`src/rtl/core/swdd_ram.sv`:
```
// generic single-port ram with registered read
`timescale 1ns / 1ps
`default_nettype none
module swdd_ram #(
  parameter int WIDTH = 8,
  parameter int DEPTH = 256
) (
  input  wire logic                     clk,
  input  wire logic                     we,
  input  wire logic [$clog2(DEPTH)-1:0] addr,
  input  wire logic [WIDTH-1:0]         wdata,
  output logic      [WIDTH-1:0]         rdata
);

  logic [WIDTH-1:0] mem [DEPTH];

  always_ff @(posedge clk) begin
    if (we) begin
      mem[addr] <= wdata;
    end
    rdata <= mem[addr];
  end

endmodule
`default_nettype wire

```
`config.mk`:
```
export PLATFORM = sky130hd
export DESIGN_NAME = swdd_ram
export DESIGN_NICKNAME = d
export VERILOG_FILES = /design/src/rtl/core/swdd_ram.sv
export SDC_FILE = /design/constraint.sdc
export NUM_CORES = 2
export LEC_CHECK = 0
export BUFFER_PORTS_ARGS = -buffer_cell sky130_fd_sc_hd__buf_2
export CAP_MARGIN = 10
export CORE_MARGIN = 10
export CORE_UTILIZATION = 45
export CTS_BUF_LIST = sky130_fd_sc_hd__clkbuf_4 sky130_fd_sc_hd__clkbuf_8
export DETAILED_ROUTE_END_ITERATION = 8
export GPL_TIMING_DRIVEN = 0
export SLEW_MARGIN = 20
export SYNTH_ARGS = -nofsm -noshare
export SYNTH_HDL_FRONTEND = slang
export SYNTH_SLANG_ARGS = --single-unit
```
`constraint.sdc`:
```
create_clock -name clk -period 8.19 [get_ports clk]
set_clock_uncertainty 0.05 [all_clocks]
set_input_delay 1.638 -clock clk [delete_from_list [all_inputs] [get_ports clk]]
set_output_delay 1.638 -clock clk [all_outputs]
set_load 0.01 [all_outputs]
```
# ---- Word level (Yosys, flattened, before mapping)
# Memory sizes are Yosys's and may differ from the RTL's. A register that Yosys moved wholly into a read port is not among the register bits.
# Index checks and enable logic that the tools add are counted.
dict set report word_totals {
  regBits 0
  ram_bits 2048
  wordCells 3
  mem_count 1
}
# name depth word_bits read_ports rd_clocked_by_memory_dff wr line_no
set memory_table {}
lappend memory_table {mem 256 8 1 1 1 15} ;# logic [WIDTH-1:0] mem [DEPTH];
dict set report classes {
  mux 2
}
# operator count
set ops {}
lappend ops {{1-bit two-way mux} 2}

# ---- Longest topological paths before layout
dict set report depth {
  ltp_word 2
  ltp_mapped 10
}

# ---- Worst setup path after synthesis
# OpenSTA, ideal clock, no wires.
dict set report synth_path {
  path_kind {input -> register}
  start {in addr[1]}
  end {mem mem[111][0], enable pin}
  arrival_ps 3487
  required_time_ps 7770
  path_slack_ps 4283
  path_stages 9
  cell_sequence {buf_2 clkbuf_1 clkbuf_1 nand2_1 buf_2 nor2_1 nand2_1 clkbuf_1 nor2_1}
}
# item line_no
set synth_rtl {}
lappend synth_rtl {{from (decl)} 10} ;# input wire logic [$clog2(DEPTH)-1:0] addr,
lappend synth_rtl {{to (decl)} 15}
# Straight into the memory's write port.

# ---- Final worst setup path
dict set report layout_path {
  start {in addr[3]}
  end {mem mem[96][1], enable pin}
}
# Straight into the memory's write port.

==> flow_summary_export.csv <==
group,metric,value,unit
timing,hold_violations,0,
yosys,yosys_warnings,0,
global_routing,overflow,0,
timing,setup_viol,0,
clocking,clk_latency,1060,ps
clocking,cts_buffers,341,
worst_hold_path,min_from,"wdata[5]",
floorplanning,core_area,174000,sq um
yosys,post_synth_num_cell_types,22,
global_routing,first_global_vias,40000,
clocking,h-tree-depth,5,
setup_path,crit_slowest_cell,"nor2_1",
setup_path,r2r-end,"rdata[0]$_DFF_P_",
yosys,avgSynthCellArea,22.1,sq um
flow_run,drv_cap,0,
setup_path,critPathTopFamily,"buffers and inverters",
clocking,cts_resized,0,
place,hpwl,141,mm
floorplanning,fp.dieW,438,um
place,dp.cells,5934,
finish,final_cell_area,89100,sq um
clocking,hold_buffers,0,
global_routing,grt_pass1_wl,303,mm
yosys,synthArstFlopShare,0,
yosys,synthesis.nets,3565,
floorplanning,start_util,0.452,
setup_path,worstReg2RegStart,"mem[175][0]$_DFFE_PP_",
global_routing,gr-usage-all-layers,0.222,
setup_path,critPathBufInv,6,
clocking,cts_buffer_depth,4,
clocking,clkSinkCount,2056,
worst_hold_path,worstHoldPathCells,1,
clocking,cts_tree,"done",
routing,ant_nets,0,
yosys,syn-cell-area,78500,sq um
floorplanning,io-pin-count,26,
finish,multi_input_area,15900,sq um
yosys,synthTopCellsByArea,"edfxtp_1, mux4_2, a22oi_1",
finish,regArea,61700,sq um
status,status,"finished clean",
yosys,synthMostInstantiatedCell,"edfxtp_1",
timing,rsz0062_at_grt,"no",
yosys,synthFlopType,"edfxtp_1",
power_and_ir_drop,p_per_area,240,nW/um^2
setup_path,start_kind,"primary input",
setup_path,cp.arrival,6190,ps
yosys,yosys.area.top_type,"edfxtp_1",
power_and_ir_drop,ir_drop,0.194,mV
timing,fmax,177,MHz
routing,route.detailed.drc,0,
clocking,cts-root-buf,"clkbuf_8",
timing,min_period,5660,ps
setup_path,r2r_setup_slack,4560,ps
yosys,ys_ff_latch,2056,
power_and_ir_drop,p_leak,0.0272,uW
yosys,synth-edff-count,2048,
setup_path,worstPathMaxFanout,10,
global_routing,grt_max_degree,126,
finish,area_growth,13.6,%
global_routing,antenna_found_initial,10,
finish,finalNonFillerCells,6515,
power_and_ir_drop,power.total,21400,uW
timing,slew_headroom,0.195,
routing,drt_first_pass_iters,6,
finish,fillers,13800,
setup_path,max_stage_delay,990,ps
setup_path,crit_chain,"clkbuf_1 > nor2_1 > clkbuf_2 > buf_16 > clkbuf_1 > nand3_1 > clkbuf_2 > buf_16 > nor2_1",
yosys,syn_inst,3547,
setup_path,cp_data_required_time,8720,ps
setup_path,rr_worst_depth,5,
timing,period_share,0.691,
place,postPlaceCellArea,82700,sq um
finish,drive_above_1_share,0.291,
timing,tightest_slew,1200,ps
setup_path,path_class,"primary input to register",
yosys,synth.yosys.seq_area_share,0.786,
yosys,yosys-top-cells-count,"edfxtp_1, mux4_2, a22oi_1, nor2_1, clkbuf_1",
floorplanning,fp.dieH,438,um
place,port_buffers,21,
worst_hold_path,hold_path_end,"mem[209][5]$_DFFE_PP_",
worst_hold_path,min_path_type,"primary input to register",
timing,tns,0,ps
routing,vias_per_cell,6.07,
routing,routedWlPerCell,33.1,um
floorplanning,die_area,192000,sq um
routing,dr_total_vias,39500,
setup_path,endpoint_kind,"register",
clocking,clk_pin_slew,60,ps
routing,first_iter_violations,5507,
timing,drv_slew,0,
place,gp_congestion,0.886,
finish,fin_nets,3971,
yosys,yosysTopAreaCellShare,0.783,
floorplanning,fp-row-count,153,
clocking,post_cts_buffers,0,
routing,drt-total-wl,216,mm
==> state kept, by name (all words and copies together), names as in the netlist <==
signal  flops
rdata       8
mem      2048
==> worst max path at each step <==
stage,start,to,slack [ps],cells past startpoint
2_1_floorplan,addr[1],mem[111][0]$_DFFE_PP_,4280,9
4_1_cts,addr[1],rdata[0]$_DFF_P_,2620,8
5_1_grt,addr[3],mem[96][3]$_DFFE_PP_,2590,9
6_report,addr[3],mem[96][1]$_DFFE_PP_,2530,9
3_3_place_gp,addr[3],mem[48][5]$_DFFE_PP_,360,7
3_5_place_dp,addr[1],rdata[0]$_DFF_P_,1500,8
==> routing by layer <==
metal | GRT usage | up-vias | routed length (um) | part of all wire
met5 | 0 | - | 30 | 0.00014
met1 | 0.304 | 21000 | 84600 | 0.39
met3 | 0.0556 | 464 | 20400 | 0.094
met2 | 0.343 | 2102 | 102000 | 0.47
met4 | 0.0889 | 4 | 8840 | 0.041
li1 | - | 15900 | - | -
==> cell usage in the layout, fill, tap and decap left out <==
| cell type | n |
|---|---|
| clkinv_1 | 57 |
| buf_4 | 23 |
| buf_8 | 9 |
| clkbuf_1 | 126 |
| buf_12 | 4 |
| nand2_1 | 28 |
| buf_1 | 18 |
| clkinv_2 | 28 |
| inv_6 | 4 |
| clkbuf_2 | 19 |
| nand2b_1 | 6 |
| diode_2 | 9 |
| o41ai_1 | 27 |
| mux4_2 | 512 |
| nor2_2 | 2 |
| buf_16 | 29 |
| o41ai_2 | 5 |
| clkbuf_8 | 353 |
| clkbuf_4 | 121 |
| buf_2 | 51 |
| a22oi_1 | 256 |
| clkinvlp_4 | 2 |
| and2_1 | 3 |
| or2_2 | 2 |
| or3_1 | 1 |
| nor2b_1 | 7 |
| nor2_1 | 230 |
| a21oi_1 | 128 |
| nand4_1 | 8 |
| nand3_1 | 13 |
| bufinv_16 | 6 |
| dfxtp_1 | 8 |
| inv_1 | 1 |
| buf_6 | 16 |
| edfxtp_1 | 2048 |
| nor3_2 | 30 |
==> through the flow <==
stage	hold WS (ps)	utilization	setup WS [ps]
2_1_floorplan	769	-	4280
3_3_place_gp	939	0.469	358
3_5_place_dp	957	0.477	1500
4_1_cts	827	0.513	2620
5_1_grt	865	0.513	2590
6_report	918	0.513	2530
==> where the power goes <==
group          total (uW)  internal (uW)  switching [uW]
Clock                8690           4700            3990
Sequential          11600          11600            7.00
Combinational        1090            355             735
Total               21400          16700            4730
==> layout make-up <==
cell class / count / area share
diodes: 9 / 0.000253
plain buffers: 232 / 0.0126
clock buffers: 474 / 0.0647
clock inverters: 97 / 0.00656
inverters: 1 / 0.0000421
multi-input cells: 1258 / 0.179
flip-flops and latches: 2056 / 0.692
well taps: 2325 / 0.0326
repair buffers: 63 / 0.0127
==> worst reg2reg max path, cell delays in order (launching register included) <==
cell,delay (ps)
edfxtp_1,360
mux4_2,490
a22oi_1,330
a21oi_1,260
o41ai_1,1120
nand4_1,680
==> logic make-up (layout without fill, tap and decap cells) <==
family	after synthesis	in the layout	synth area share
flip-flops	2056	2056	0.786
AND/OR/NAND/NOR	330	330	0.0173
multiplexers	512	512	0.147
AO/OA/AOI/OAI	416	416	0.0362
other	0	9	0
buffers and inverters	233	867	0.0140
Power figures use the tool's default switching activity.
