### config.mk
export PLATFORM = sky130hd
export DESIGN_NAME = swdd_ctrl
export DESIGN_NICKNAME = d
export VERILOG_FILES = /design/src/rtl/core/swdd_pkg.sv /design/src/rtl/core/swdd_ctrl.sv
export SDC_FILE = /design/constraint.sdc
export NUM_CORES = 1
export LEC_CHECK = 0
export BUFFER_PORTS_ARGS = -buffer_cell sky130_fd_sc_hd__buf_4
export CAP_MARGIN = 0
export CELL_PAD_IN_SITES_DETAIL_PLACEMENT = 2
export CELL_PAD_IN_SITES_GLOBAL_PLACEMENT = 2
export CORE_MARGIN = 8
export CORE_UTILIZATION = 30
export CTS_CLUSTER_DIAMETER = 200
export CTS_CLUSTER_SIZE = 14
export DETAILED_ROUTE_END_ITERATION = 8
export PLACE_DENSITY = 0.82
export SYNTH_ARGS = -nofsm -noshare
export SYNTH_HDL_FRONTEND = slang
export SYNTH_SLANG_ARGS = --single-unit
### constraint.sdc
create_clock -name clk -period 4.2 [get_ports clk]
set_clock_uncertainty 0.15 [all_clocks]
set_input_delay 0.84 -clock clk [delete_from_list [all_inputs] [get_ports clk]]
set_output_delay 0.84 -clock clk [all_outputs]
set_load 0.05 [all_outputs]
### src/rtl/core/swdd_pkg.sv
// shared constants and types for the sliding window duplicate detector
`timescale 1ns / 1ps
`default_nettype none
package swdd_pkg;

  localparam int VALUE_BITS_DEF = 16;
  localparam int WINDOW_MAX_DEF = 4096;
  localparam int COUNT_BITS_DEF = 20;

  // fixed port widths
  localparam int EXAM_BITS      = 16;
  localparam int WLEN_BITS      = 13;
  localparam int OUT_TOTAL_BITS = 20;

  // set tag kept in every table entry
  localparam int EPOCH_BITS     = 8;

  typedef struct packed {
    logic seen_before;
    logic seen_in_window;
    logic set_done;
  } swdd_flags_t;

endpackage
`default_nettype wire

### src/rtl/core/swdd_ctrl.sv
// sequencer, window register, totals and table update unit
`timescale 1ns / 1ps
`default_nettype none
module swdd_ctrl
  import swdd_pkg::*;
#(
  parameter int VALUE_BITS = VALUE_BITS_DEF,
  parameter int WINDOW_MAX = WINDOW_MAX_DEF,
  parameter int COUNT_BITS = COUNT_BITS_DEF,
  localparam int KW = $clog2(WINDOW_MAX + 1),
  localparam int PW = $clog2(WINDOW_MAX),
  localparam int TW = EPOCH_BITS + 1 + KW
) (
  input  wire logic                  clk,
  input  wire logic                  rst,
  input  wire logic                  start,
  output logic                       busy,
  input  wire logic [EXAM_BITS-1:0]  exam_value,
  input  wire logic                  first_of_set,
  input  wire logic                  last_of_set,
  input  wire logic                  cfg_we,
  input  wire logic [WLEN_BITS-1:0]  cfg_wdata,
  output logic                       tbl_we,
  output logic [VALUE_BITS-1:0]      tbl_addr,
  output logic [TW-1:0]              tbl_wdata,
  input  wire logic [TW-1:0]         tbl_rdata,
  output logic                       ring_we,
  output logic [PW-1:0]              ring_addr,
  output logic [VALUE_BITS-1:0]      ring_wdata,
  input  wire logic [VALUE_BITS-1:0] ring_rdata,
  output logic                       done,
  output swdd_flags_t                flags,
  output logic [COUNT_BITS-1:0]      repeat_cnt,
  output logic [COUNT_BITS-1:0]      caught_cnt
);

  localparam int CW = (KW > WLEN_BITS) ? KW : WLEN_BITS;

  typedef enum logic [2:0] {
    S_CLEAR,
    S_IDLE,
    S_RD_V,
    S_RD_OLD,
    S_WR_OLD,
    S_WR_V
  } state_t;

  state_t                  state;
  logic [VALUE_BITS-1:0]   clr_addr;
  logic                    item_pend;
  logic [EPOCH_BITS-1:0]   epoch;
  logic [PW-1:0]           pos;
  logic [KW-1:0]           fill;
  logic [WLEN_BITS-1:0]    window_len;
  logic [VALUE_BITS-1:0]   val;
  logic                    last;
  logic [KW-1:0]           k;
  logic                    evict;
  logic                    prior_seen;
  logic                    inwin;
  logic [KW-1:0]           v_cnt;
  logic [VALUE_BITS-1:0]   old_val;
  logic                    old_same;

  logic [31:0]             exam_ext;
  logic [VALUE_BITS-1:0]   v_in;
  logic [CW-1:0]           wl_ext;
  logic [KW-1:0]           k_c;
  logic [KW:0]             pos_ext;
  logic [KW:0]             k_ext;
  logic [KW:0]             idx_ext;
  logic [PW-1:0]           old_idx;
  logic [PW-1:0]           pos_next;
  logic                    ent_hit;
  logic                    eff_seen;
  logic [KW-1:0]           eff_cnt;
  logic [KW-1:0]           eff_cnt_dec;
  logic [KW-1:0]           v_cnt_inc;

  assign busy = (state != S_IDLE);

  assign exam_ext = {{(32 - EXAM_BITS){1'b0}}, exam_value};
  assign v_in     = exam_ext[VALUE_BITS-1:0];

  // effective window length
  assign wl_ext = CW'(window_len);
  always_comb begin
    priority if (window_len == '0) begin
      k_c = KW'(1);
    end else if (wl_ext > CW'(WINDOW_MAX)) begin
      k_c = KW'(WINDOW_MAX);
    end else begin
      k_c = wl_ext[KW-1:0];
    end
  end

  // ring slot of the value leaving the window
  assign pos_ext = (KW+1)'(pos);
  assign k_ext   = {1'b0, k};
  always_comb begin
    if (pos_ext >= k_ext) begin
      idx_ext = pos_ext - k_ext;
    end else begin
      idx_ext = pos_ext + (KW+1)'(WINDOW_MAX) - k_ext;
    end
  end
  assign old_idx  = idx_ext[PW-1:0];
  assign pos_next = (pos == PW'(WINDOW_MAX - 1)) ? '0 : pos + PW'(1);

  // table entry decode, stale set tag reads as zero
  assign ent_hit     = (tbl_rdata[TW-1 -: EPOCH_BITS] == epoch);
  assign eff_seen    = ent_hit & tbl_rdata[KW];
  assign eff_cnt     = ent_hit ? tbl_rdata[KW-1:0] : '0;
  assign eff_cnt_dec = (eff_cnt != '0) ? eff_cnt - KW'(1) : eff_cnt;
  assign v_cnt_inc   = (v_cnt >= KW'(WINDOW_MAX)) ? v_cnt : v_cnt + KW'(1);

  always_comb begin
    tbl_we     = 1'b0;
    tbl_addr   = val;
    tbl_wdata  = '0;
    ring_we    = 1'b0;
    ring_addr  = old_idx;
    ring_wdata = val;
    unique case (state)
      S_CLEAR: begin
        tbl_we   = 1'b1;
        tbl_addr = clr_addr;
      end
      S_IDLE: begin
        tbl_addr = val;
      end
      S_RD_V: begin
        tbl_addr  = val;
        ring_addr = old_idx;
      end
      S_RD_OLD: begin
        tbl_addr = evict ? ring_rdata : val;
      end
      S_WR_OLD: begin
        tbl_we    = evict & ~old_same;
        tbl_addr  = old_val;
        tbl_wdata = {epoch, eff_seen, eff_cnt_dec};
      end
      S_WR_V: begin
        tbl_we    = 1'b1;
        tbl_addr  = val;
        tbl_wdata = {epoch, 1'b1, v_cnt_inc};
        ring_we   = 1'b1;
        ring_addr = pos;
      end
      default: begin
        tbl_we = 1'b0;
      end
    endcase
  end

  always_ff @(posedge clk) begin
    if (rst) begin
      state      <= S_CLEAR;
      clr_addr   <= '0;
      item_pend  <= 1'b0;
      epoch      <= '0;
      pos        <= '0;
      fill       <= '0;
      repeat_cnt <= '0;
      caught_cnt <= '0;
      window_len <= WLEN_BITS'(1);
      done       <= 1'b0;
      flags      <= '0;
    end else begin
      done <= 1'b0;
      if (cfg_we) begin
        window_len <= cfg_wdata;
      end
      unique case (state)
        S_CLEAR: begin
          clr_addr <= clr_addr + VALUE_BITS'(1);
          if (clr_addr == '1) begin
            state     <= item_pend ? S_RD_V : S_IDLE;
            item_pend <= 1'b0;
          end
        end
        S_IDLE: begin
          if (start) begin
            val  <= v_in;
            last <= last_of_set;
            k    <= k_c;
            if (first_of_set) begin
              pos        <= '0;
              fill       <= '0;
              repeat_cnt <= '0;
              caught_cnt <= '0;
              if (epoch == '1) begin
                epoch     <= '0;
                clr_addr  <= '0;
                item_pend <= 1'b1;
                state     <= S_CLEAR;
              end else begin
                epoch <= epoch + EPOCH_BITS'(1);
                state <= S_RD_V;
              end
            end else begin
              state <= S_RD_V;
            end
          end
        end
        S_RD_V: begin
          evict <= (fill >= k);
          state <= S_RD_OLD;
        end
        S_RD_OLD: begin
          prior_seen <= eff_seen;
          inwin      <= (eff_cnt != '0);
          v_cnt      <= eff_cnt;
          old_val    <= ring_rdata;
          old_same   <= (ring_rdata == val);
          if (eff_seen && repeat_cnt != '1) begin
            repeat_cnt <= repeat_cnt + COUNT_BITS'(1);
          end
          if (eff_cnt != '0 && caught_cnt != '1) begin
            caught_cnt <= caught_cnt + COUNT_BITS'(1);
          end
          state <= S_WR_OLD;
        end
        S_WR_OLD: begin
          // leaving value equals the new one
          if (evict && old_same && v_cnt != '0) begin
            v_cnt <= v_cnt - KW'(1);
          end
          state <= S_WR_V;
        end
        S_WR_V: begin
          pos <= pos_next;
          if (!evict) begin
            fill <= fill + KW'(1);
          end
          done                 <= 1'b1;
          flags.seen_before    <= prior_seen;
          flags.seen_in_window <= inwin;
          flags.set_done       <= last;
          state                <= S_IDLE;
        end
        default: begin
          state <= S_IDLE;
        end
      endcase
    end
  end

endmodule
`default_nettype wire

* Word-level counts from Yosys, hierarchy flattened
Cells that the tools add are included.
Operators by class: $lt $le $gt $ge 4, shift-type cells 0, multiplexer cells 43, reductions and logical operators 26, $mul 0, bitwise operators 4, divide/modulo/power cells 0, eq/ne operators 21, add/sub/neg operators 12
Operators with widths (count):
- $mux W13 | 8
- $mux W20 | 4
- $pmux W20 S2 | 2
- $mux W16 | 4
- $mux W12 | 5
- $pmux W13 S2 | 2
- $pmux W16 S3 | 1
- $pmux W22 S2 | 1
- $add A20 B1 Y20 const B | 2
- $ne A20 B20 Y1 const B | 2
- $pmux W16 S2 | 1
- $add A13 B1 Y13 const B | 2
- $reduce_bool A13 Y1 | 2
- $sub A13 B1 Y13 const B | 2
- $add A12 B1 Y12 const B | 2
- $pmux W12 S2 | 1
- $sub A12 B12 Y12 | 2
- $add A16 B1 Y16 const B | 1
- $eq A16 B16 Y1 | 1
- $eq A16 B16 Y1 const B | 1
- $ne A2 B2 Y1 const B | 8
- $reduce_and A4 Y1 | 4
- $pmux W3 S5 | 1
- $ge A12 B13 Y1 | 1
- other kinds (26) | 50
Storage, ports and cells: memory bits (read-only) 0, memories kept 0, word-level logic and storage cells 133, bits of input ports 73, output and inout bits 113, register bits after elaboration 173, memory bits (writable) 0, latch bits 0

* Longest topological paths before layout
Gate-level depths: netlist (run 1).
depth after elaboration 6, depth in mapped cells 14, mapped depth without buffers 12

* Worst setup path after synthesis (run 1)
Ideal clock, no wire load.
path type input-to-output, start point in tbl_rdata[21], end point out tbl_wdata[0], buffers on the path 1, data required time 3.210 ns, arrival 4.007 ns, stages 12, path slack -0.797 ns, path through xnor2_1 -> nand4_1 -> nor2_1 -> nand2_1 -> ha_1 -> or4b_1 -> clkbuf_1 -> nor4b_4 -> nor2_1 -> xnor2_1 -> nor2_1 -> a211oi_1
Between the ends: cells in the longest elaborated chain, start to end 5, elaborated cells between the ends (all ways) 6, classes of those cells add/sub (1); eq/ne (1); mux (3); reduce/logical (1)
RTL lines:
- from (decl) | RTL line swdd_ctrl.sv:26 | input wire logic [TW-1:0] tbl_rdata,
- $eq A8 B8 Y1 (*) | RTL line swdd_ctrl.sv:111 | assign ent_hit = (tbl_rdata[TW-1 -: EPOCH_BITS] == epoch);
- $mux W13 (*) | RTL line swdd_ctrl.sv:113 | assign eff_cnt = ent_hit ? tbl_rdata[KW-1:0] : '0;
- $sub A13 B1 Y13 / $reduce_bool A13 Y1 (equally long branches) | RTL line swdd_ctrl.sv:114 | assign eff_cnt_dec = (eff_cnt != '0) ? eff_cnt - KW'(1) : eff_cnt;
- $mux W13 (*) | RTL line swdd_ctrl.sv:114
- $pmux W22 S2 (*) | RTL line swdd_ctrl.sv:124 | unique case (state)
- to (decl) | RTL line swdd_ctrl.sv:25 | output logic [TW-1:0] tbl_wdata,
Every way passes the cells marked *; elsewhere a longest branch is shown, timed or not.

* Final worst setup path (run 1)
start point in tbl_rdata[16], end point out tbl_wdata[3]
The elaborated chain is that of the path after synthesis.

==> results by group, run 1 <==
Setup path
  – Startpoint types: primary input
  – Cell family with most CP delay: simple AND/OR/NAND/NOR gates
  – Crit path largest cell delay: approximately 0.47 ns
  – Crit path DAT: around 3.3 ns
  – Worst setup EP type: primary output
  – CP Buf/Inv Count: 4
  – Worst setup path category: primary input to primary output
  – Worst path slowest cell: or4b_4
  – Worst setup path start: tbl_rdata[16]
  – Worst-path fanout max: 5
  – Launching point of the worst reg2reg path: epoch[7]
  – CP required: between 3 and 4 ns
  – Critical Path Most Common Cell: buf_6
  – Crit-path cells: buf_6 -> xnor2_2 -> nand4_1 -> nor2_4 -> nand2_4 -> ha_4 -> or4b_4 -> nor4b_4 -> buf_4 -> buf_8 -> nor3_2 -> a21oi_1 -> a211o_1 -> a21oi_2 -> buf_6

CTS
  – CTS tree: done
  – Max clock buf depth: 2
  – Clk_lat worst skew: ~0.43 ns
  – Root Buffer: clkbuf_16
  – CTS Buf Count: 17
  – CTS H-Tree Depth: 4
  – Cts hold-fix bufs: 0
  – CTS sink count: about 170
  – Clock-pin slew on the worst setup and hold paths: 0.07 ns

Status
  – Failing checks: negative setup slack
  – Status: complete, but fails checks

STA
  – Max-slew headroom: 0.2353
  – Crit share post-route: 1.014
  – # setup viols final: 2
  – Final Slew Violations: 0
  – Final hold viol count: 0
  – Peak Freq: between 200 and 250 MHz
  – Least-Margin Pin Slew: between 1 and 1.5 ns
  – Setup ws final: -0.05691 ns
  – RSZ-0062 raised after global routing: true
  – Min Tclk post-route: approximately 4.3 ns

Floorplan
  – IO Pins: ~190
  – Core Box Area: between 30000 and 40000 um2
  – Die height: roughly 190 um
  – Die ar.: between 30000 and 40000 um2
  – Row Count: 65
  – Starting Density: 0.3033
  – Die width: about 190 um

Placed design
  – Post-DP HPWL: between 20 and 30 mm
  – IO buf count: about 190
  – Placement Cell Area: around 12000 um2
  – Routability congestion estimate: between 0.8 and 0.9
  – Inst Count DP: 1636

Worst hold path
  – Hold Crit Start: flags[0]
  – Worst Hold Class: flop to flop

Logic synthesis
  – Synthesized area: 9522 um2
  – Most numerous cell in the Yosys netlist: nor2_1
  – Async set-or-reset flop fraction in the synthesized netlist: 0
  – Syn Inst Count: approximately 1100
  – Average cell area after synthesis: 8.949 um2
  – Register area share after synthesis: 0.4300
  – Yosys top cell by area: dfxtp_1
  – YS warnings: 0
  – Commonest cells post-synth: 141 x nor2_1, 111 x nand2_1, 110 x dfxtp_1
  – Post-Syn Nets: 1171
  – Post-synth cell types: 67
  – Top post-synthesis cells by area: dfxtp_1 23%, edfxtp_1 20%, xnor2_1 6.2%, nor2_1 5.6%, xor2_1 4.7%
  – Ys flop type: dfxtp_1
  – EDFF count, synth: 63
  – Top-area cell type share of the netlist area: 0.2313
  – #FFs+latches synth: approximately 170

Cells and area
  – Fraction of layout cells with a size suffix above 1: 0.2500
  – Fin nets: 1370
  – Layout Area Growth over Synthesis: 31.14%
  – Final Cell Area: 12490 um2
  – Final cell count without fillers: roughly 1700
  – # diodes: 0
  – Fill count: 3460

Route
  – Routed WL: approximately 35 mm
  – Post-route DRC violation count: 0
  – ANT nets after route: 0
  – Routed wire per std cell: ~21 um
  – Routed vias: 8869
  – Initial DRC count: ~310
  – DRT Pass-1 Iters: 5
  – Via/cell ratio: roughly 5.3

Power
  – Pwr dens: 283.2 nW/um2
  – Max VDD drop: 0.2683 mV
  – Pleak: ~4.9 nW

Run
  – Max-cap violations: 0

Global routing
  – Met2 Usage GRT: 0.3022
  – Pin count of the biggest net entering global routing: 50
  – GRT busiest layer: met2
  – Total GRT Usage: 0.1812
  – Met1 GRT Util: 0.2270
  – Vias in the first global route: around 10000
  – GR Overflow Total: 0
  – First-pass GRT wire length: about 55 mm
  – Met3 Use GR: 0.04859
  – Initial antenna violation count: 3
==> power breakdown <==
part | total, mW | switching [mW] | internal, mW
Combinational | 0.181 | 0.0948 | 0.0858
Sequential | 1.75 | 0.0113 | 1.74
Clock | 1.60 | 0.752 | 0.852
==> cells by family (layout without fill, tap and decap cells) <==
| family | after synthesis | after routing | share of synthesized area |
|---|---|---|---|
| buf+inv | 74 | 286 | 0.03035 |
| xor+xnor | 119 | 119 | 0.1103 |
| fa+ha+maj | 34 | 34 | 0.04547 |
| compound gates | 164 | 164 | 0.1133 |
| simple gates | 483 | 483 | 0.2526 |
| mux | 17 | 17 | 0.01813 |
| flops | 173 | 173 | 0.4300 |
==> tightest hold or removal path: stages (launching register included) <==
cell and delay (ns):
dfxtp_1 0.31, nand2_1 0.05, a21oi_1 0.06
==> registers in the layout, summed over array words and instances, names as in the netlist, 3 cells and up <==
register    count
fill           13
epoch           8
caught_cnt     20
v_cnt          13
pos            12
old_val        16
state           3
clr_addr       16
k              13
flags           3
repeat_cnt     20
ring_wdata     16
window_len     13
==> per-layer routing <==
layer	part of all wire	wire (um)	up-vias
met2	0.48	16580	208
li1	-	-	4172
met1	0.46	15770	4441
met5	0.0011	37	-
met3	0.049	1698	42
met4	0.017	573	6
==> placed cells by master (no fill, tap or decap), types with 6 or more instances in the layout <==
cell type  instances
inv_1             27
nand2b_1           9
a222oi_1          16
and2_1            12
ha_1              32
buf_6             10
xnor2_1           58
xnor2_2           10
and3_1            15
nand4_1           27
clkbuf_16         17
nor2b_1           20
xor2_1            51
dfxtp_1          108
a21oi_1           51
mux2i_1           15
nand2_1          109
o21a_1             6
nand3_1           43
nor2_1           137
edfxtp_1          63
nor3_1            31
buf_4            214
a31oi_1            6
or3_1             22
nor3b_1            6
nor4_1            13
o21ai_0           38
==> repair_timing <==
| item | in CTS | in global routing |
|---|---|---|
| resized for setup | 36 | 16 |
| setup buffers | 5 | 6 |
| pin swaps | 12 | 14 |
| endpoints found under the setup margin | 12 | 12 |
==> per-stage QoR <==
step / utilization / worst slack (ns) / power (mW) / TNS, ns / hold WS, ns
after detailed placement: 0.3688 / -0.2545 / 1.961 / -1.290 / 0.3079
after global routing: 0.3978 / -0.1285 / 3.657 / -0.6155 / 0.3465
final: 0.3978 / -0.05691 / 3.537 / -0.07465 / 0.3156
after CTS: 0.3937 / -0.01025 / 3.588 / -0.01673 / 0.3180
after global placement: 0.3688 / -0.1774 / 1.954 / -0.5834 / 0.2959
after floorplan: - / -0.2812 / 1.865 / -0.3412 / 0.3114
==> final timing paths <==
check                  end  slack [ns]  depth (start not counted)
min reg2reg       flags[0]        0.32                          2
min               flags[0]        0.32                          2
max           tbl_wdata[3]       -0.06                         15
max reg2reg  caught_cnt[8]        0.83                         14
==> cell type report <==
| type | count | area (um2) | share of cell area |
|---|---|---|---|
| inverter | 28 | 105.1 | 0.008417 |
| clock buffer | 19 | 442.9 | 0.03547 |
| sequential | 173 | 4096 | 0.3281 |
| tap | 402 | 503.0 | 0.04028 |
| multi-input combinational | 817 | 5455 | 0.4369 |
| clock inverter | 13 | 135.1 | 0.01082 |
| timing repair buffer | 226 | 1749 | 0.1401 |
(Power assumes the default switching activity.)
==> run 2, diff against run 1 <==
--- a/config.mk
+++ b/config.mk
@@ -14,7 +14,7 @@
 export CTS_CLUSTER_DIAMETER = 200
 export CTS_CLUSTER_SIZE = 14
 export DETAILED_ROUTE_END_ITERATION = 8
-export PLACE_DENSITY = 0.82
+export PLACE_DENSITY = 0.73
 export SYNTH_ARGS = -nofsm -noshare
 export SYNTH_HDL_FRONTEND = slang
 export SYNTH_SLANG_ARGS = --single-unit
==> results by group, run 2 (synthesized netlist as in run 1, its figures left out) <==
STA
  – Min Tclk post-route: 4.176 ns (was 4.257 ns)
  – Final Slew Violations: 0 (unchanged)
  – Max-slew headroom: 0.1996 (was 0.2353)
  – Final hold viol count: 0 (unchanged)
  – # setup viols final: 0 (was 2)
  – Crit share post-route: 0.9944 (was 1.014)
  – RSZ-0062 raised after global routing: true (unchanged)
  – Peak Freq: 239.4 MHz (was 234.9 MHz)
  – Least-Margin Pin Slew: 1.201 ns (was 1.147 ns)

Worst hold path
  – Worst Hold Class: flop to flop (unchanged)
  – Worst Hold Path EP: flags[1] (was flags[0])
  – Hold Crit Depth: 2 (unchanged)
  – Hold Crit Start: flags[1] (was flags[0])

Floorplan
  – Die height: 194.2 um (unchanged)
  – Die ar.: 37700 um2 (unchanged)
  – IO Pins: 186 (unchanged)
  – Row Count: 65 (unchanged)
  – Core Box Area: 31390 um2 (unchanged)
  – Die width: 194.2 um (unchanged)
  – Starting Density: 0.3033 (unchanged)

CTS
  – Cts hold-fix bufs: 0 (unchanged)
  – CTS tree: done (unchanged)
  – Clock-pin slew on the worst setup and hold paths: 0.07 ns (about the same)
  – Root Buffer: clkbuf_16 (unchanged)
  – CTS H-Tree Depth: 4 (unchanged)
  – CTS sink count: 173 (unchanged)
  – CTS Buf Count: 17 (unchanged)
  – Max clock buf depth: 2 (unchanged)
  – Clk_lat worst skew: 0.45 ns (was 0.43 ns)

Route
  – Routed WL: 33.82 mm (was 34.66 mm)
  – Routed wire per std cell: 20.14 um (was 20.66 um)
  – Post-route DRC violation count: 0 (unchanged)
  – Via/cell ratio: 5.210 (was 5.285)
  – DRT Pass-1 Iters: 5 (unchanged)
  – Routed vias: 8747 (was 8869)
  – ANT nets after route: 0 (unchanged)
  – Initial DRC count: 383 (was 311)

Setup path
  – CP required: 3.21 ns (about the same)
  – Worst-path fanout max: 3 (was 5)
  – Crit path DAT: 3.19 ns (was 3.27 ns)
  – CP Buf/Inv Count: 3 (was 4)
  – Crit path largest cell delay: 0.48 ns (was 0.47 ns)
  – R2r endpoint: caught_cnt[9] (was caught_cnt[8])
  – Launching point of the worst reg2reg path: epoch[7] (unchanged)
  – Startpoint types: primary input (unchanged)
  – Crit-path cells: buf_6 -> xnor2_2 -> nand4_1 -> nor2_4 -> nand2_2 -> ha_4 -> or4b_4 -> nor4b_4 -> buf_4 -> nor2_4 -> xnor2_2 -> nor2_1 -> a211oi_2 -> buf_6 (was buf_6 -> xnor2_2 -> nand4_1 -> nor2_4 -> nand2_4 -> ha_4 -> or4b_4 -> nor4b_4 -> buf_4 -> buf_8 -> nor3_2 -> a21oi_1 -> a211o_1 -> a21oi_2 -> buf_6)
  – Worst path slowest cell: or4b_4 (unchanged)
  – Reg2reg setup slack: 1.05 ns (was 0.83 ns)
  – Worst setup EP type: primary output (unchanged)
  – Worst setup path category: primary input to primary output (unchanged)
  – Cell family with most CP delay: simple AND/OR/NAND/NOR gates (unchanged)
  – Worst reg2reg path depth: 13 (was 14)

Global routing
  – Total GRT Usage: 0.1788 (was 0.1812)
  – Initial antenna violation count: 2 (was 3)
  – First-pass GRT wire length: 54.33 mm (was 54.86 mm)
  – Vias in the first global route: 9697 (was 9810)
  – Pin count of the biggest net entering global routing: 47 (was 50)
  – GR Overflow Total: 0 (unchanged)

Cells and area
  – Most common cell after layout, fill and taps aside: buf_4 (unchanged)
  – Fraction of layout cells with a size suffix above 1: 0.2475 (was 0.2500)
  – Final Core Density: 0.3959 (was 0.3978)
  – Layout Area Growth over Synthesis: 30.54% (was 31.14%)
  – Fin nets: 1371 (was 1370)
  – # diodes: 0 (unchanged)
  – Top Registers: caught_cnt (20), repeat_cnt (20) (unchanged)
  – Fill count: 3463 (was 3460)
  – Commonest non-fill, non-tap cells in the layout: 216 x buf_4, 137 x nor2_1, 109 x nand2_1, 109 x dfxtp_1, 63 x edfxtp_1 (was 214 x buf_4, 137 x nor2_1, 109 x nand2_1, 108 x dfxtp_1, 63 x edfxtp_1)
  – Final cell count without fillers: 1679 (was 1678)

Placed design
  – Post-DP HPWL: 25.67 mm (was 25.69 mm)
  – Routability congestion estimate: 0.8218 (was 0.8446)
  – IO buf count: 185 (unchanged)
  – Inst Count DP: 1638 (was 1636)

Power
  – Pwr Total: 3.587 mW (was 3.537 mW)
  – Pwr dens: 288.6 nW/um2 (was 283.2 nW/um2)
  – Pleak: 4.847 nW (was 4.875 nW)
  – Max VDD drop: 0.2770 mV (was 0.2683 mV)

Status
  – Status: finished, final reports clean (was complete, but fails checks)

Run
  – Max-cap violations: 0 (unchanged)
[run 2: changes by cell type in the layout (fill, tap and decap cells not counted), moves of 3 or more]
cell,delta
inv_6,+3
clkinv_2,-3
xnor2_2,-4
xnor2_1,+4
[run 2: through the flow]
stage	cell area [um2]	TNS (ns)	hold slack, ns	setup WS (ns)
after floorplan	9623	-0.3412	0.3114	-0.2812
after global placement	11590	-0.6023	0.2979	-0.1697
after detailed placement	11590	-1.097	0.3081	-0.2465
after CTS	12350	-0.002935	0.3184	-0.002935
after global routing	12430	-0.2444	0.3555	-0.09519
final	12430	0	0.3143	0.02360
[run 2: final cells by class]
cell class	count	area (um2)	area share
multi-input cells	817	5374	0.4324
flip-flops and latches	173	4095	0.3295
repair buffers	227	1749	0.1407
well taps	402	503.0	0.04047
clock buffers	18	439.2	0.03533
clock inverters	14	163.9	0.01319
inverters	28	105.1	0.008456
[run 2: where the power goes]
group / internal, mW / leakage, nW / switching (mW)
logic: 0.0845 / 3.08 / 0.0902
registers: 1.74 / 1.47 / 0.0122
clock network: 0.870 / 0.299 / 0.790
total: 2.69 / 4.85 / 0.892
[run 2: layer usage]
metal	GRT usage	part of all wire	wire length [um]	up-vias
li1	-	-	-	4186
met1	0.2239	0.47	15760	4367
met2	0.3020	0.48	16190	157
met3	0.04616	0.039	1320	33
met4	0.04611	0.015	517	4
met5	0	0.00077	26	-
[run 2: worst max path at each step]
stage                        from  slack (ns)      endpoint  cells past startpoint
finish              tbl_rdata[16]        0.02  tbl_wdata[0]                     14
floorplan           tbl_rdata[21]       -0.28  tbl_wdata[0]                     12
global placement    tbl_rdata[20]       -0.17  tbl_wdata[7]                     13
detailed placement  tbl_rdata[17]       -0.25  tbl_wdata[9]                     13
global route        tbl_rdata[16]        -0.1  tbl_wdata[0]                     14
CTS                 tbl_rdata[21]      -0.003  tbl_wdata[1]                     13
[run 2: worst min-delay path: cells and delay by family (launching register included)]
| kind | cells | cell delay (ns) |
|---|---|---|
| DFF | 1 | 0.31 |
| and+or+nand+nor | 1 | 0.05 |
| AOI/OAI and AO/OA | 1 | 0.05 |
[run 2: timing repair]
item                                    CTS  global route
pin swaps                                14            15
endpoints found under the setup margin    8            16
resized for setup                        25            14
buffers inserted                          5             4
cloned                                    0             0
==> run 3, diff against run 2 <==
--- a/config.mk
+++ b/config.mk
@@ -9,7 +9,7 @@
 export CAP_MARGIN = 0
 export CELL_PAD_IN_SITES_DETAIL_PLACEMENT = 2
 export CELL_PAD_IN_SITES_GLOBAL_PLACEMENT = 2
-export CORE_MARGIN = 8
+export CORE_MARGIN = 5
 export CORE_UTILIZATION = 30
 export CTS_CLUSTER_DIAMETER = 200
 export CTS_CLUSTER_SIZE = 14
==> results by group, run 3 (synthesized netlist as in run 1, its figures left out) <==
Setup path
  – CP required: 3.21 ns (about the same)
  – Cell family with most CP delay: simple AND/OR/NAND/NOR gates (unchanged)
  – Crit path largest cell delay: 0.48 ns (about the same)
  – Worst reg2reg path depth: 13 (unchanged)
  – Worst path depth: 14 (unchanged)
  – Crit-path cells: buf_6 -> xnor2_2 -> nand4_1 -> nor2_4 -> nand2_2 -> ha_4 -> or4b_4 -> nor4b_4 -> buf_4 -> nor2_4 -> xnor2_2 -> nor2_2 -> a211oi_2 -> buf_6 (was buf_6 -> xnor2_2 -> nand4_1 -> nor2_4 -> nand2_2 -> ha_4 -> or4b_4 -> nor4b_4 -> buf_4 -> nor2_4 -> xnor2_2 -> nor2_1 -> a211oi_2 -> buf_6)
  – Worst-path fanout max: 3 (unchanged)
  – Worst setup EP type: primary output (unchanged)
  – Startpoint types: primary input (unchanged)
  – Crit path DAT: 3.31 ns (was 3.19 ns)
  – Worst path slowest cell: or4b_4 (unchanged)
  – Worst setup path category: primary input to primary output (unchanged)
  – CP Buf/Inv Count: 3 (unchanged)

Power
  – Int Power: 2.645 mW (was 2.694 mW)
  – Clk pwr share: 0.442 (was 0.463)
  – Max VDD drop: 0.2758 mV (was 0.2770 mV)
  – Pwr dens: 279.5 nW/um2 (was 288.6 nW/um2)
  – Sequential Power Share: 0.506 (was 0.489)
  – Net Sw Frac: 0.2362 (was 0.2488)
  – Switching pwr: 0.8181 mW (was 0.8924 mW)
  – Combinational share of power: 0.052 (was 0.049)
  – Pleak: 4.824 nW (was 4.847 nW)

Route
  – Post-route DRC violation count: 0 (unchanged)
  – DRT Pass-1 Iters: 6 (was 5)
  – Initial DRC count: 343 (was 383)
  – ANT nets after route: 0 (unchanged)
  – Via/cell ratio: 5.225 (was 5.210)
  – Routed WL: 33.73 mm (was 33.82 mm)
  – Routed vias: 8763 (was 8747)
  – Routed wire per std cell: 20.11 um (was 20.14 um)

Global routing
  – Met3 Use GR: 0.04914 (was 0.04616)
  – Met1 GRT Util: 0.2540 (was 0.2239)
  – Total GRT Usage: 0.1886 (was 0.1788)
  – Initial antenna violation count: 2 (unchanged)
  – First-pass GRT wire length: 53.50 mm (was 54.33 mm)
  – GRT busiest layer: met2 (unchanged)
  – Pin count of the biggest net entering global routing: 47 (unchanged)
  – GR Overflow Total: 0 (unchanged)
  – Met2 Usage GRT: 0.3083 (was 0.3020)
  – Vias in the first global route: 9545 (was 9697)

Status
  – Status: complete, but fails checks (was finished, final reports clean)
  – Failing checks: negative setup slack

STA
  – Setup ws final: -0.09549 ns (was 0.02360 ns)
  – Min Tclk post-route: 4.295 ns (was 4.176 ns)
  – Final hold viol count: 0 (unchanged)
  – Hold WS: 0.3122 ns (was 0.3143 ns)
  – Final Slew Violations: 0 (unchanged)
  – RSZ-0062 raised after global routing: true (unchanged)
  – # setup viols final: 7 (was 0)
  – Peak Freq: 232.8 MHz (was 239.4 MHz)
  – Least-Margin Pin Slew: 1.176 ns (was 1.201 ns)
  – Max-slew headroom: 0.2158 (was 0.1996)
  – Crit share post-route: 1.023 (was 0.9944)

CTS
  – Clock-pin slew on the worst setup and hold paths: 0.07 ns (about the same)
  – CTS Buf Count: 17 (unchanged)
  – CTS tree: done (unchanged)
  – Root Buffer: clkbuf_16 (unchanged)
  – CTS H-Tree Depth: 4 (unchanged)
  – Max clock buf depth: 2 (unchanged)
  – Clk_lat worst skew: 0.44 ns (was 0.45 ns)
  – Cts hold-fix bufs: 0 (unchanged)
  – CTS sink count: 173 (unchanged)

Cells and area
  – Layout Area Growth over Synthesis: 30.12% (was 30.54%)
  – Top Registers: caught_cnt (20), repeat_cnt (20) (unchanged)
  – Fin nets: 1369 (was 1371)
  – Commonest non-fill, non-tap cells in the layout: 213 x buf_4, 136 x nor2_1, 109 x nand2_1, 108 x dfxtp_1, 63 x edfxtp_1 (was 216 x buf_4, 137 x nor2_1, 109 x nand2_1, 109 x dfxtp_1, 63 x edfxtp_1)
  – Fraction of layout cells with a size suffix above 1: 0.2439 (was 0.2475)
  – Area of the multi-input gates: 5388 um2 (was 5374 um2)
  – # diodes: 0 (unchanged)
  – Register area: 4096 um2 (was 4095 um2)
  – Final Cell Area: 12390 um2 (was 12430 um2)
  – Fill count: 3526 (was 3463)
  – Most common cell after layout, fill and taps aside: buf_4 (unchanged)

Floorplan
  – Die width: 188.2 um (was 194.2 um)
  – Core Box Area: 31470 um2 (was 31390 um2)
  – Die height: 188.2 um (was 194.2 um)
  – Die ar.: 35400 um2 (was 37700 um2)
  – Starting Density: 0.3025 (was 0.3033)
  – Row Count: 65 (unchanged)
  – IO Pins: 186 (unchanged)

Placed design
  – Dpl ws: -0.3575 ns (was -0.2465 ns)
  – Routability congestion estimate: 0.8175 (was 0.8218)
  – Post-DP HPWL: 25.32 mm (was 25.67 mm)
  – Placement Cell Area: 11600 um2 (was 11590 um2)
  – IO buf count: 185 (unchanged)

Worst hold path
  – Hold Crit Depth: 2 (unchanged)
  – Worst Hold Class: flop to flop (unchanged)

Run
  – Max-cap violations: 0 (unchanged)
## run 3: layout make-up
| type | count | share of cell area |
|---|---|---|
| multi-input cells | 817 | 0.4349 |
| repair buffers | 225 | 0.1407 |
| clock inverters | 10 | 0.006362 |
| inverters | 28 | 0.008483 |
| flip-flops and latches | 173 | 0.3306 |
| well taps | 402 | 0.04060 |
| clock buffers | 22 | 0.03838 |
## run 3: path summary, 6_finish.rpt
check | startpoint | endpoint | slack [ns]
worst max register to register | epoch[6] | caught_cnt[14] | 0.96
worst min register to register | flags[1] | flags[1] | 0.31
worst max-delay path | tbl_rdata[16] | tbl_wdata[0] | -0.1
worst min-delay path | flags[1] | flags[1] | 0.31
## run 3: metrics by stage
step	std cells	utilization	power [mW]	setup TNS [ns]
5_1_grt	1677	0.3936	3.615	-1.296
3_3_place_gp	1638	0.3687	1.957	-0.7384
4_1_cts	1673	0.3903	3.508	0
3_5_place_dp	1638	0.3687	1.962	-1.554
2_1_floorplan	1064	-	1.865	-0.3412
6_report	1677	0.3936	3.463	-0.1988
## run 3: worst register-to-register path, stage by stage, from the launching register on
cell     delay (ns)
dfxtp_1        0.44
xnor2_1        0.15
nand4_1        0.21
nor2_4         0.20
nand2_2        0.12
ha_4           0.18
or4b_4         0.22
buf_4          0.16
nor4b_4        0.07
buf_4          0.18
o41ai_4        0.63
nand4_1        0.21
xor2_1         0.17
nor2_1         0.05
## run 3: timing repair
| item | in CTS | in global routing |
|---|---|---|
| resized for setup | 21 | 18 |
| pin swaps | 9 | 13 |
| setup endpoints to repair | 8 | 12 |
| buffers inserted | 3 | 4 |
## run 3: metal layers
| metal | wire, um | share of wire | up-vias |
|---|---|---|---|
| met2 | 15790 | 0.47 | 180 |
| li1 | - | - | 4178 |
| met5 | 27 | 0.00080 | - |
| met4 | 326 | 0.0097 | 4 |
| met3 | 1566 | 0.046 | 26 |
| met1 | 16030 | 0.48 | 4375 |
## run 3: power by group through the flow
stage               Combinational (mW)  Sequential (mW)  Clock (mW)
finish                           0.179             1.75        1.53
global route                     0.194             1.75        1.67
CTS                              0.176             1.75        1.58
detailed placement               0.171             1.79           0
global placement                 0.166             1.79           0
floorplan                       0.0797             1.79           0
